[config.mk]
export PLATFORM = sky130hd
export DESIGN_NAME = fpc_matrix_store
export DESIGN_NICKNAME = d
export VERILOG_FILES = /design/src/sv/fpc_pkg.sv /design/src/sv/fpc_matrix_store.sv
export SDC_FILE = /design/constraint.sdc
export NUM_CORES = 1
export LEC_CHECK = 0
export BUFFER_PORTS_ARGS = -buffer_cell sky130_fd_sc_hd__buf_2
export CAP_MARGIN = 20
export CORE_AREA = 2 2 253 255
export CTS_CLUSTER_DIAMETER = 200
export CTS_CLUSTER_SIZE = 20
export DETAILED_ROUTE_END_ITERATION = 12
export DIE_AREA = 0 0 255 257
export PLACE_DENSITY_LB_ADDON = 0.1
export SLEW_MARGIN = 40
export SYNTH_ARGS = -nofsm -noshare
export SYNTH_HDL_FRONTEND = slang
export SYNTH_SLANG_ARGS = --single-unit
[constraint.sdc]
create_clock -name clk_i -period 1.05 [get_ports clk_i]
set_clock_uncertainty 0.05 [all_clocks]
set_input_delay 0.1575 -clock clk_i [delete_from_list [all_inputs] [get_ports clk_i]]
set_output_delay 0.1575 -clock clk_i [all_outputs]
set_load 0.02 [all_outputs]
[src/sv/fpc_pkg.sv]
// Shared types and constants for the frustum point containment block.
// No dependencies.
`timescale 1ns / 1ps

package fpc_pkg;

  localparam int ELEM_W = 32;
  localparam int ROW_N  = 4;
  localparam int PROD_W = 2 * ELEM_W;
  // row dot product: three products plus the w term, fits for up to 32 fraction bits
  localparam int DOT_W  = PROD_W + 2;
  localparam int PLANE_W = DOT_W + 1;

  typedef enum logic {
    KIND_LOAD = 1'b0,
    KIND_TEST = 1'b1
  } kind_e;

  typedef logic signed [ELEM_W-1:0] elem_t;
  typedef elem_t [ROW_N-1:0]        row_t;
  typedef row_t  [ROW_N-1:0]        matrix_t;
  typedef elem_t [2:0]              point_t;
  typedef logic signed [DOT_W-1:0]  dot_t;
  typedef dot_t  [ROW_N-1:0]        dots_t;

  typedef struct packed {
    logic       adv;
    logic       load_we;
    logic [1:0] load_row;
  } pipe_ctrl_t;

endpackage

[src/sv/fpc_matrix_store.sv]
// 4x4 matrix register file, one row written per load beat, reset to zero.
// Depends on fpc_pkg.
`timescale 1ns / 1ps

module fpc_matrix_store (
  input  logic               clk_i,
  input  logic               rst_ni,
  input  fpc_pkg::pipe_ctrl_t ctrl_i,
  input  fpc_pkg::row_t      wdata_i,
  output fpc_pkg::matrix_t   matrix_o
);
  import fpc_pkg::*;

  matrix_t mat_q;

  always_ff @(posedge clk_i or negedge rst_ni) begin
    if (!rst_ni) begin
      mat_q <= '0;
    end else if (ctrl_i.adv && ctrl_i.load_we) begin
      mat_q[ctrl_i.load_row] <= wdata_i;
    end
  end

  assign matrix_o = mat_q;

endmodule

======== After elaboration in Yosys (flattened, before gate mapping) ========
Cells that the tools add are included.
cells by class
  mux-type cells .......................... 3
  $mul .................................... 0
  bitwise operators ....................... 0
  shifts and indexed selects .............. 0
  $add $sub $neg .......................... 0
  $lt $le $gt $ge ......................... 2
  reduce and logical (&&, ||, !) cells .... 2
  div/mod/pow operators ................... 0
  equality and inequality tests ........... 0
operators with widths
  cell                number
  $bwmux 512          1
  $demux 128 s2       1
  $mux 128            1
  $lt 2x3->1 const B  1
  $ge 2x1->1 const B  1
  $logic_and 1x1->1   2
storage, ports and cells
  memory bits (writable) .................. 0
  word-level logic and storage cells ...... 23
  memories kept ........................... 0
  register bits ........................... 512
  output and inout port bits .............. 512
  bits in latches ......................... 0
  memory bits (read-only) ................. 0
  input bits .............................. 134

======== Depth between registers and ports, before layout ========
Gate-level depths: netlist of the first run.
  depth in word-level cells ............... 5
  depth in mapped cells ................... 4
  gate-level depth less buffers ........... 2

======== Worst setup path after synthesis of the first run ========
No wires, ideal clock.
  path type ............................... input -> register
  from .................................... in ctrl_i[0] (netlist bit)
  to ...................................... reg mat_q (netlist bit matrix_o[0])
  path buffers ............................ 2
  required time ........................... 0.875 ns
  stages .................................. 4
  setup time .............................. 0.125 ns
  setup slack ............................. -0.232 ns
  arrival time ............................ 1.107 ns
  path through ............................ and4bb_4 -> buf_12 -> buf_12 -> mux2_4
between the ends
  longest elaborated chain between the ends .. 5
  elaborated cells on any way between the ends .. 6
  classes of those cells .................. order compare: 2; mux: 3; reduce/logical: 1
ends and longest elaborated chain
  item                                                                   line                    text
  start, declared                                                        fpc_matrix_store.sv:8   input fpc_pkg::pipe_ctrl_t ctrl_i,
  $lt 2x3->1 (implied by the code) / $ge 2x1->1 (equally long branches)  fpc_matrix_store.sv:20  mat_q[ctrl_i.load_row] <= wdata_i;
  $logic_and 1x1->1 (implied by the code)                                fpc_matrix_store.sv:20
  $mux 128 (implied by the code)                                         fpc_matrix_store.sv:20
  $demux 128 s2 *                                                        fpc_matrix_store.sv:20
  $bwmux 512 *                                                           fpc_matrix_store.sv:20
  end signal, assigned by index                                          fpc_matrix_store.sv:20
  end, declared                                                          fpc_matrix_store.sv:14  matrix_t mat_q;
Mark *: on every way between the ends. The rest lies on a longest branch, timed or not.
A chain may end at the register's enable or synchronous reset.

======== Final worst setup path of the first run ========
  from .................................... reg mat_q (netlist bit matrix_o[162])
  to ...................................... out matrix_o[162] (netlist bit)
RTL lines
  item           line                    text
  end, declared  fpc_matrix_store.sv:10  output fpc_pkg::matrix_t matrix_o
No word-level cell between the ends.

==> metrics.csv, run 1 <==
metric,value,unit
Syn Inst Count,1084,
main combinational cell family by area after synthesis,multiplexers,
Initial Utilization,31.5,%
mean post-synth cell area,18.2,sq um
Max Clk Rate,0.712,GHz
ANT cells,0,
"Largest stage delay, worst path",0.45,ns
Synth Cell Area,19800,sq um
final worst-path cycle share,134,%
r2r worst-path depth,3,
Top Family by Delay on Critical Path,flip-flops,
via count,13300,
drt initial violations,477,
Crit Path Max Fanout,2,
Fillers,5365,
leading area contributor after synthesis,dfrtp_1,
#FFs+latches synth,512,
register area share after synthesis,64.8,%
clock transition at the registers of the reported paths,0.08,ns
Worst Setup End Kind,output port,
GRT Util Overall,19.5,%
drt via density,4.44,
root buffer cell,clkbuf_16,
Worst Hold End,matrix_o[147],
Synth top area share,64.8,%
Most Crowded Layer GR,met2,
Num CTS Buffers,29,
Synth warnings,0,
post-layout minimum cycle time,1.40,ns
DIE AREA,65500,sq um
post-detailed-route wirelength per cell,22.0,um
Worst R2R Setup Slack,-0.05,ns
TritonCTS Sinks,512,
core region area,62700,sq um
remaining antenna violation count after routing,0,
nets,2284,
Die Y,257,um
Ports,646,
Clock Latency Late Sink,0.59,ns
met2 usage,34.5,%
Final Total Pwr,65.8,mW
compound-gate portion of the synthesized area,0,%
Worst EP required,0.84,ns
drt total wl,66000,um
die width,255,um
hold depth,4,
number of global-route vias before repair,14500,
pwr dens,2060,nW/um^2
hpwl dp,47700,um
Final Hold Slack,0.132,ns
CP Cell Sequence,buf_6,
Syn Nets,1218,
peak supply drop,0.00136,V
RSZ-0062 raised after global routing,true,
First-pass DRT Iterations,4,
post-synth cell types,10,
XOR/XNOR share of the synthesized area,0,%
initial antenna violation count,0,
mux share of post-synthesis cell area,31.4,%
critical path class,register to output port,
max FFs per register,512,
Layout area overhead,61.3,%
grt total ovfl,0,
CP Launch Type,register,
worst rel slew slack,69.6,%
status,finished with violations,
first-pass GRT wire length,96800,um
main area contributors after synthesis,"dfrtp_1, mux2_2, mux2_4",
gp weighted congestion,0.822,
Final Hold Viols,0,
Reg2Reg Capture Point,matrix_o[78],
Lkg Pwr,15.5,nW
hold path start,ctrl_i[0],
critical path data arrival time,1.20,ns
GRT met3 Usage,5.30,%
CTS tree,yes,
# H-tree levels,1,
"most common cell after layout, fill and taps aside",buf_6,
Synth Area in Adders,0,%
Std-Cell Rows,92,
Worst-Margin Slew,0.455,ns
Simple-Gate Fraction of Synth Area,0.202,%
IO buf count,645,
worst setup margin,-0.355,ns
WP buf/inv,1,
largest net degree at the start of global routing,69,
most frequent cells in the layout,"buf_6, dfrtp_1, mux2_2, buf_4, mux2_4",
Max clock buf depth,3,
CP max stage cell,dfrtp_2,
Reg2Reg Launch Point,matrix_o[78],
violated checks,negative setup slack,
MaxCap Viol Count,0,
drc violations,0,
hold crit path type,primary input to register,
final setup violation count,538,
layout cells sized above 1,70.1,%
fin. max-slew vios,0,
met1 Resource Use GR,23.1,%
==> area by class of cell <==
cell class | instances | area (sq um) | area share (%)
Clock inverter | 1 | 8.76 | 0.0275
Timing Repair Buffer | 1091 | 10700 | 33.4
Multi-Input combinational cell | 516 | 6640 | 20.8
Tap cell | 846 | 1060 | 3.32
Clock buffer | 29 | 726 | 2.27
Sequential cell | 512 | 12800 | 40.2
==> metal layers <==
layer	share of wire (%)	wire length (um)
met5	0	0
met4	2.7	1800
met3	6.8	4460
met2	51	33600
met1	40	26100
==> worst max-delay path by stage <==
stage               cells past startpoint       endpoint           from
floorplan                               4    matrix_o[0]      ctrl_i[0]
finish                                  1  matrix_o[162]  matrix_o[162]
global placement                        5   matrix_o[90]      ctrl_i[0]
global route                            1  matrix_o[162]  matrix_o[162]
detailed placement                      5   matrix_o[33]      ctrl_i[0]
CTS                                     1  matrix_o[448]  matrix_o[448]
==> cell families (layout without fill, tap and decap cells) <==
family / after synthesis / in the layout
and+or+nand+nor: 4 / 4
DFF: 512 / 512
muxes: 512 / 512
buffers and inverters: 56 / 1121
==> cell usage after synthesis <==
cell,count
and4bb_4,1
buf_12,13
buf_2,3
buf_4,3
buf_6,37
dfrtp_1,512
mux2_2,392
mux2_4,120
nand4_1,1
nand4b_1,2
==> power by group <==
part	internal [mW]	total [mW]	switching, mW
registers	24.1	27.4	3.35
logic	15.3	26.9	11.6
clock network	4.92	11.5	6.55
total	44.3	65.8	21.5
==> per-stage QoR <==
step / cell area [sq um] / TNS [ns] / util [%] / instances / worst slack, ns
after CTS: 31300 / -170.44 / 49.9 / 2927 / -0.402
after global placement: 24900 / -205.46 / 39.8 / 2615 / -0.508
final: 31900 / -149.93 / 50.9 / 2995 / -0.355
after global routing: 31900 / -181.06 / 50.9 / 2995 / -0.409
after detailed placement: 24900 / -207.90 / 39.8 / 2615 / -0.524
after floorplan: 20200 / -49.76 / - / 1084 / -0.232
==> timing repair <==
action                                  in CTS  in global routing
buffers inserted                           152                 68
hold buffers                               130                  1
endpoints found under the hold margin     1024                  7
resized for setup                         1026                 17
endpoints found under the setup margin     512                519
Note: power is estimated with default switching activity, not from simulation.
==> run 2, diff against run 1 <==
- CORE_AREA: 2 2 253 255 -> 2 2 248 250
- DIE_AREA: 0 0 255 257 -> 0 0 250 252
- SLEW_MARGIN: 40 -> 10
==> run 2 against run 1 <==
The flow still finishes with violations (negative setup slack). Largest cell class unchanged. Die area fell by 3.9%. Critical path depth did not move. Combinational power about the same. Cell area is essentially flat. Critical endpoint is now matrix_o[28]. Largest power group unchanged. Maximum frequency up 0.10%. Cell count down 2.1%. Global-route usage increased by 0.56 points. Highest routed layer unchanged. Clock-buffer cell count unchanged. First-iteration DRC count is 9.2% higher. Worst setup slack better by 0.0015 ns.
==> metrics.csv, run 2 (synthesized netlist as in run 1, its figures left out) <==
metric,value,unit,change
root buffer cell,clkbuf_16,,
Num CTS Buffers,29,,unchanged
# H-tree levels,1,,unchanged
Final Hold Viols,0,,unchanged
hpwl dp,48100,um,+0.90%
post-layout minimum cycle time,1.40,ns,-0.00146 ns
WP buf/inv,1,,unchanged
critical path class,register to output port,,
CP max stage cell,dfrtp_2,,
pwr dens,2060,nW/um^2,-0.21%
core region area,60100,sq um,-4.1%
Reg2Reg Launch Point,matrix_o[503],,
remaining antenna violation count after routing,0,,unchanged
Worst-Margin Slew,0.411,ns,-0.0435 ns
grt total ovfl,0,,unchanged
layout cells sized above 1,70.1,%,about the same
Max clock buf depth,3,,unchanged
Worst EP required,0.84,ns,about the same
worst rel slew slack,72.5,%,+2.9 points
drt initial violations,521,,+9.2%
nets,2286,,+0.088%
DIE AREA,63000,sq um,-3.9%
status,finished with violations,,
Crit Path Max Fanout,2,,unchanged
via count,13300,,-0.075%
fin. max-slew vios,0,,unchanged
die width,250,um,-2.0%
Std-Cell Rows,90,,-2.2%
"Largest stage delay, worst path",0.46,ns,about the same
First-pass DRT Iterations,4,,unchanged
Stages on worst setup path,1,,unchanged
MaxCap Viol Count,0,,unchanged
Top Family by Delay on Critical Path,flip-flops,,
peak supply drop,0.00148,V,+8.8%
TritonCTS Sinks,512,,unchanged
gp weighted congestion,0.780,,-5.1%
final worst-path cycle share,134,%,-0.14 points
CP Launch Type,register,,
max FFs per register,512,,unchanged
Critical path origin,matrix_o[28],,
ANT cells,0,,unchanged
most frequent cells in the layout,"buf_6, dfrtp_1, mux2_2, buf_4, mux2_4",,
r2r worst-path depth,3,,unchanged
violated checks,negative setup slack,,
Max Clk Rate,0.713,GHz,+0.10%
Ports,646,,unchanged
critical path data arrival time,1.20,ns,about the same
RSZ-0062 raised after global routing,true,,
Reg2Reg Capture Point,matrix_o[503],,
CTS tree,yes,,
dpl ws,-0.484,ns,+0.0399 ns
IO buf count,645,,unchanged
number of global-route vias before repair,14300,,-0.77%
initial antenna violation count,1,,+1
"most common cell after layout, fill and taps aside",buf_6,,
largest net degree at the start of global routing,52,,-25%
Layout area overhead,61.2,%,about the same
setup tns final,-148.08,ns,+1.85 ns
final setup violation count,532,,-1.1%
first-pass GRT wire length,95900,um,-0.89%
drt via density,4.53,,+2.0%
Lkg Pwr,15.6,nW,+0.32%
Worst Setup End Kind,output port,,
CP Cell Sequence,buf_6,,
Clock Latency Late Sink,0.58,ns,about the same
clock transition at the registers of the reported paths,0.09,ns,about the same
drc violations,0,,unchanged
drt total wl,65000,um,-1.4%
worst setup path endpoint,matrix_o[28],,
hold crit path type,primary input to asynchronous set/reset pin,,
Worst R2R Setup Slack,-0.06,ns,about the same
Die Y,252,um,-1.9%
Initial Utilization,32.9,%,+1.4 points
GRT Util Overall,20.0,%,+0.56 points
post-detailed-route wirelength per cell,22.2,um,+0.69%
worst setup margin,-0.353,ns,+0.00146 ns
==> run 2: cell type report <==
| type | count | area [sq um] |
|---|---|---|
| Timing Repair Buffer | 1093 | 10700 |
| Clock inverter | 1 | 8.76 |
| Sequential cell | 512 | 12800 |
| Clock buffer | 29 | 726 |
| Multi-Input combinational cell | 516 | 6650 |
| Fill cell | 5002 | 28200 |
| Tap cell | 782 | 978 |
==> run 2: through the flow <==
stage / area (sq um) / util (%) / power [mW] / hold WS [ns] / cells
2_1_floorplan: 20200 / - / 37.2 / -0.188 / 1084
3_3_place_gp: 25000 / 41.6 / 45.3 / -0.0559 / 2564
3_5_place_dp: 25000 / 41.6 / 45.5 / -0.0526 / 2564
4_1_cts: 31300 / 52.0 / 65.3 / 0.0586 / 2864
5_1_grt: 31900 / 53.0 / 68.5 / 0.0689 / 2933
6_report: 31900 / 53.0 / 65.6 / 0.0880 / 2933
==> run 2: how the worst min path moves through the flow <==
| stage | to | slack [ns] | cells after the start |
|---|---|---|---|
| after global routing | matrix_o[293] | 0.07 | 3 |
| after floorplan | matrix_o[0] | -0.19 | 0 |
| final | matrix_o[482] | 0.09 | 3 |
| after detailed placement | matrix_o[355] | -0.05 | 1 |
| after global placement | matrix_o[355] | -0.06 | 1 |
| after CTS | matrix_o[451] | 0.06 | 3 |
==> run 2: repair_timing <==
action,CTS,global route
pin swaps,0,0
hold endpoints to repair,1024,8
hold buffers,130,1
setup buffers,140,69
endpoints found under the setup margin,512,520
resized for setup,1025,22
==> run 2: routing by layer <==
layer  wire (um)  GRT usage, %  vias up  part of all wire, %
li1            -             -     5921                    -
met1       26700          24.9     6937                   41
met2       32300          34.3      361                   50
met3        4010          5.35       81                  6.2
met4        2050          5.77        0                  3.2
met5           0             0        -                    0
==> run 2: power by group <==
group / internal (mW) / switching [mW] / leakage, nW
combinational: 15.3 / 11.5 / 9.05
clock: 4.91 / 6.49 / 0.362
sequential: 24.1 / 3.36 / 6.14
==> run 3, diff against run 2 <==
- CORE_AREA: 2 2 248 250 -> unset
- CORE_ASPECT_RATIO: unset -> 0.8
- CORE_UTILIZATION: unset -> 30
- CTS_BUF_LIST: unset -> sky130_fd_sc_hd__clkbuf_4 sky130_fd_sc_hd__clkbuf_8
- CTS_CLUSTER_SIZE: 20 -> 28
- DIE_AREA: 0 0 250 252 -> unset
==> run 3 against run 2 <==
The run still ends with negative setup slack left. Register-to-register slack is essentially flat. Core utilization shrank 4.6 points. Via count shrank 3.2%. Clock power shrank 29%. Combinational power shrank 3%. Critical path depth is the same. Global-route usage shrank 1.8 points. Hold slack gained 0.054 ns. Wire length shrank 3.4%. Total power shrank 6.2%. Cell count grew 1.3%. Largest cell class unchanged. Highest routed layer unchanged.
==> metrics.csv, run 3 (synthesized netlist as in run 1, its figures left out) <==
metric,value,unit,change
"most common cell after layout, fill and taps aside",buf_6,,
DIE AREA,67000,sq um,+6.3%
max FFs per register,512,,unchanged
layout cells sized above 1,69.5,%,-0.56 points
violated checks,negative setup slack,,
r2r worst-path depth,3,,unchanged
# H-tree levels,1,,unchanged
GRT Util Overall,18.3,%,-1.8 points
Final Hold Viols,0,,unchanged
placed instance area,25000,sq um,about the same
Top Family by Delay on Critical Path,flip-flops,,
Ports,646,,unchanged
Fillers,5687,,+14%
largest net degree at the start of global routing,70,,+35%
fin. max-slew vios,0,,unchanged
final setup violation count,548,,+3.0%
final cell count without fillers,2972,,+1.3%
worst rel slew slack,68.2,%,-4.3 points
worst setup margin,-0.426,ns,-0.0725 ns
clock transition at the registers of the reported paths,0.17,ns,+0.08 ns
Max clock buf depth,3,,unchanged
Worst Setup End Kind,output port,,
Initial Utilization,30.6,%,-2.3 points
root buffer cell,clkbuf_8,,
Reg2Reg Launch Point,matrix_o[88],,
pwr dens,1960,nW/um^2,-4.5%
drt initial violations,381,,-27%
"Largest stage delay, worst path",0.48,ns,+0.02 ns
die width,289,um,+16%
critical path class,register to output port,,
fin util,48.4,%,-4.6 points
core region area,64700,sq um,+7.6%
CP Launch Type,register,,
CP max stage cell,dfrtp_2,,
TritonCTS Sinks,512,,unchanged
first-pass GRT wire length,93000,um,-3.0%
CP Cell Sequence,buf_6,,
hpwl dp,45500,um,-5.4%
post-layout minimum cycle time,1.48,ns,+0.0725 ns
Std-Cell Rows,83,,-7.8%
final worst-path cycle share,141,%,+6.9 points
MaxCap Viol Count,0,,unchanged
dpl cells,2622,,+2.3%
hold crit path type,primary input to register,,
drt via density,4.33,,-4.5%
number of global-route vias before repair,14200,,-1.3%
Worst-Margin Slew,0.475,ns,+0.0638 ns
post-detailed-route wirelength per cell,21.1,um,-4.7%
hold depth,4,,
WP buf/inv,1,,unchanged
Die Y,232,um,-8.1%
Stages on worst setup path,1,,unchanged
Crit Path Max Fanout,2,,unchanged
most frequent cells in the layout,"buf_6, dfrtp_1, mux2_2, buf_4, mux2_4",,
drt total wl,62800,um,-3.4%
initial antenna violation count,0,,-1
First-pass DRT Iterations,4,,unchanged
status,finished with violations,,
Worst R2R Setup Slack,-0.06,ns,about the same
Clock Latency Late Sink,0.63,ns,+0.05 ns
Max Clk Rate,0.678,GHz,-4.9%
Worst Hold End,matrix_o[162],,
gp weighted congestion,0.785,,+0.60%
drc violations,0,,unchanged
RSZ-0062 raised after global routing,true,,
Num CTS Buffers,22,,-24%
via count,12900,,-3.2%
peak supply drop,0.000926,V,-37%
Layout area overhead,58.4,%,
Reg2Reg Capture Point,matrix_o[88],,
Lkg Pwr,15.2,nW,-2.2%
Worst EP required,0.84,ns,about the same
design area,31300,sq um,-1.7%
grt total ovfl,0,,unchanged
IO buf count,645,,unchanged
remaining antenna violation count after routing,0,,unchanged
CTS tree,yes,,
critical path data arrival time,1.27,ns,+0.07 ns
hold path start,ctrl_i[0],,
nets,2255,,-1.4%
-- run 3: changes by cell type in the layout (fill, tap and decap cells not counted), sizes merged --
cell	delta
dlygate4sd3	+2
dlymetal6s4s	+1
diode	+1
clkbuf	-4
buf	-29
-- run 3: worst max-delay path by stage --
stage,startpoint,to,slack (ns)
2_1_floorplan,ctrl_i[0],matrix_o[0],-0.23
3_3_place_gp,ctrl_i[0],matrix_o[377],-0.51
3_5_place_dp,ctrl_i[0],matrix_o[96],-0.52
4_1_cts,matrix_o[205],matrix_o[205],-0.52
5_1_grt,matrix_o[205],matrix_o[205],-0.52
6_report,matrix_o[205],matrix_o[205],-0.43
-- run 3: timing repair --
item	CTS	global route
endpoints found under the setup margin	512	1000
resized for setup	1025	8
gates cloned	0	2
setup buffers	122	67
hold buffers	134	0
hold endpoints to repair	1024	0
-- run 3: where the power goes --
group | internal, mW | leakage (nW) | switching [mW] | total [mW]
clock | 2.04 | 0.175 | 6.03 | 8.08
sequential | 24.0 | 6.14 | 3.31 | 27.4
combinational | 15.0 | 8.89 | 11.2 | 26.1
total | 41.0 | 15.2 | 20.5 | 61.6
-- run 3: layout make-up --
cell class / count / area, sq um / area share, %
tap: 850 / 1060 / 3.39
clock inverter: 1 / 20.0 / 0.0639
clock buffer: 23 / 317 / 1.01
antenna: 1 / 2.50 / 0.00799
multi-input combinational: 516 / 6630 / 21.2
timing repair buffer: 1069 / 10500 / 33.5
sequential: 512 / 12800 / 40.9
-- run 3: per-stage QoR --
stage               power (mW)  TNS, ns  worst slack [ns]  hold WS, ns
floorplan                 37.2   -49.76            -0.232       -0.188
global placement          45.0  -208.26            -0.513      -0.0450
detailed placement        45.2  -210.15            -0.519      -0.0440
CTS                       61.5  -348.65            -0.519       0.0849
global route              64.6  -235.49            -0.515        0.117
finish                    61.6  -188.12            -0.426        0.142
-- run 3: routing by layer --
metal | GRT usage, % | wire length (um) | part of all wire, %
met1 | 22.6 | 25600 | 41
met2 | 31.5 | 31700 | 50
met3 | 5.02 | 4020 | 6.4
met4 | 4.05 | 1500 | 2.4
met5 | 0 | 0 | 0
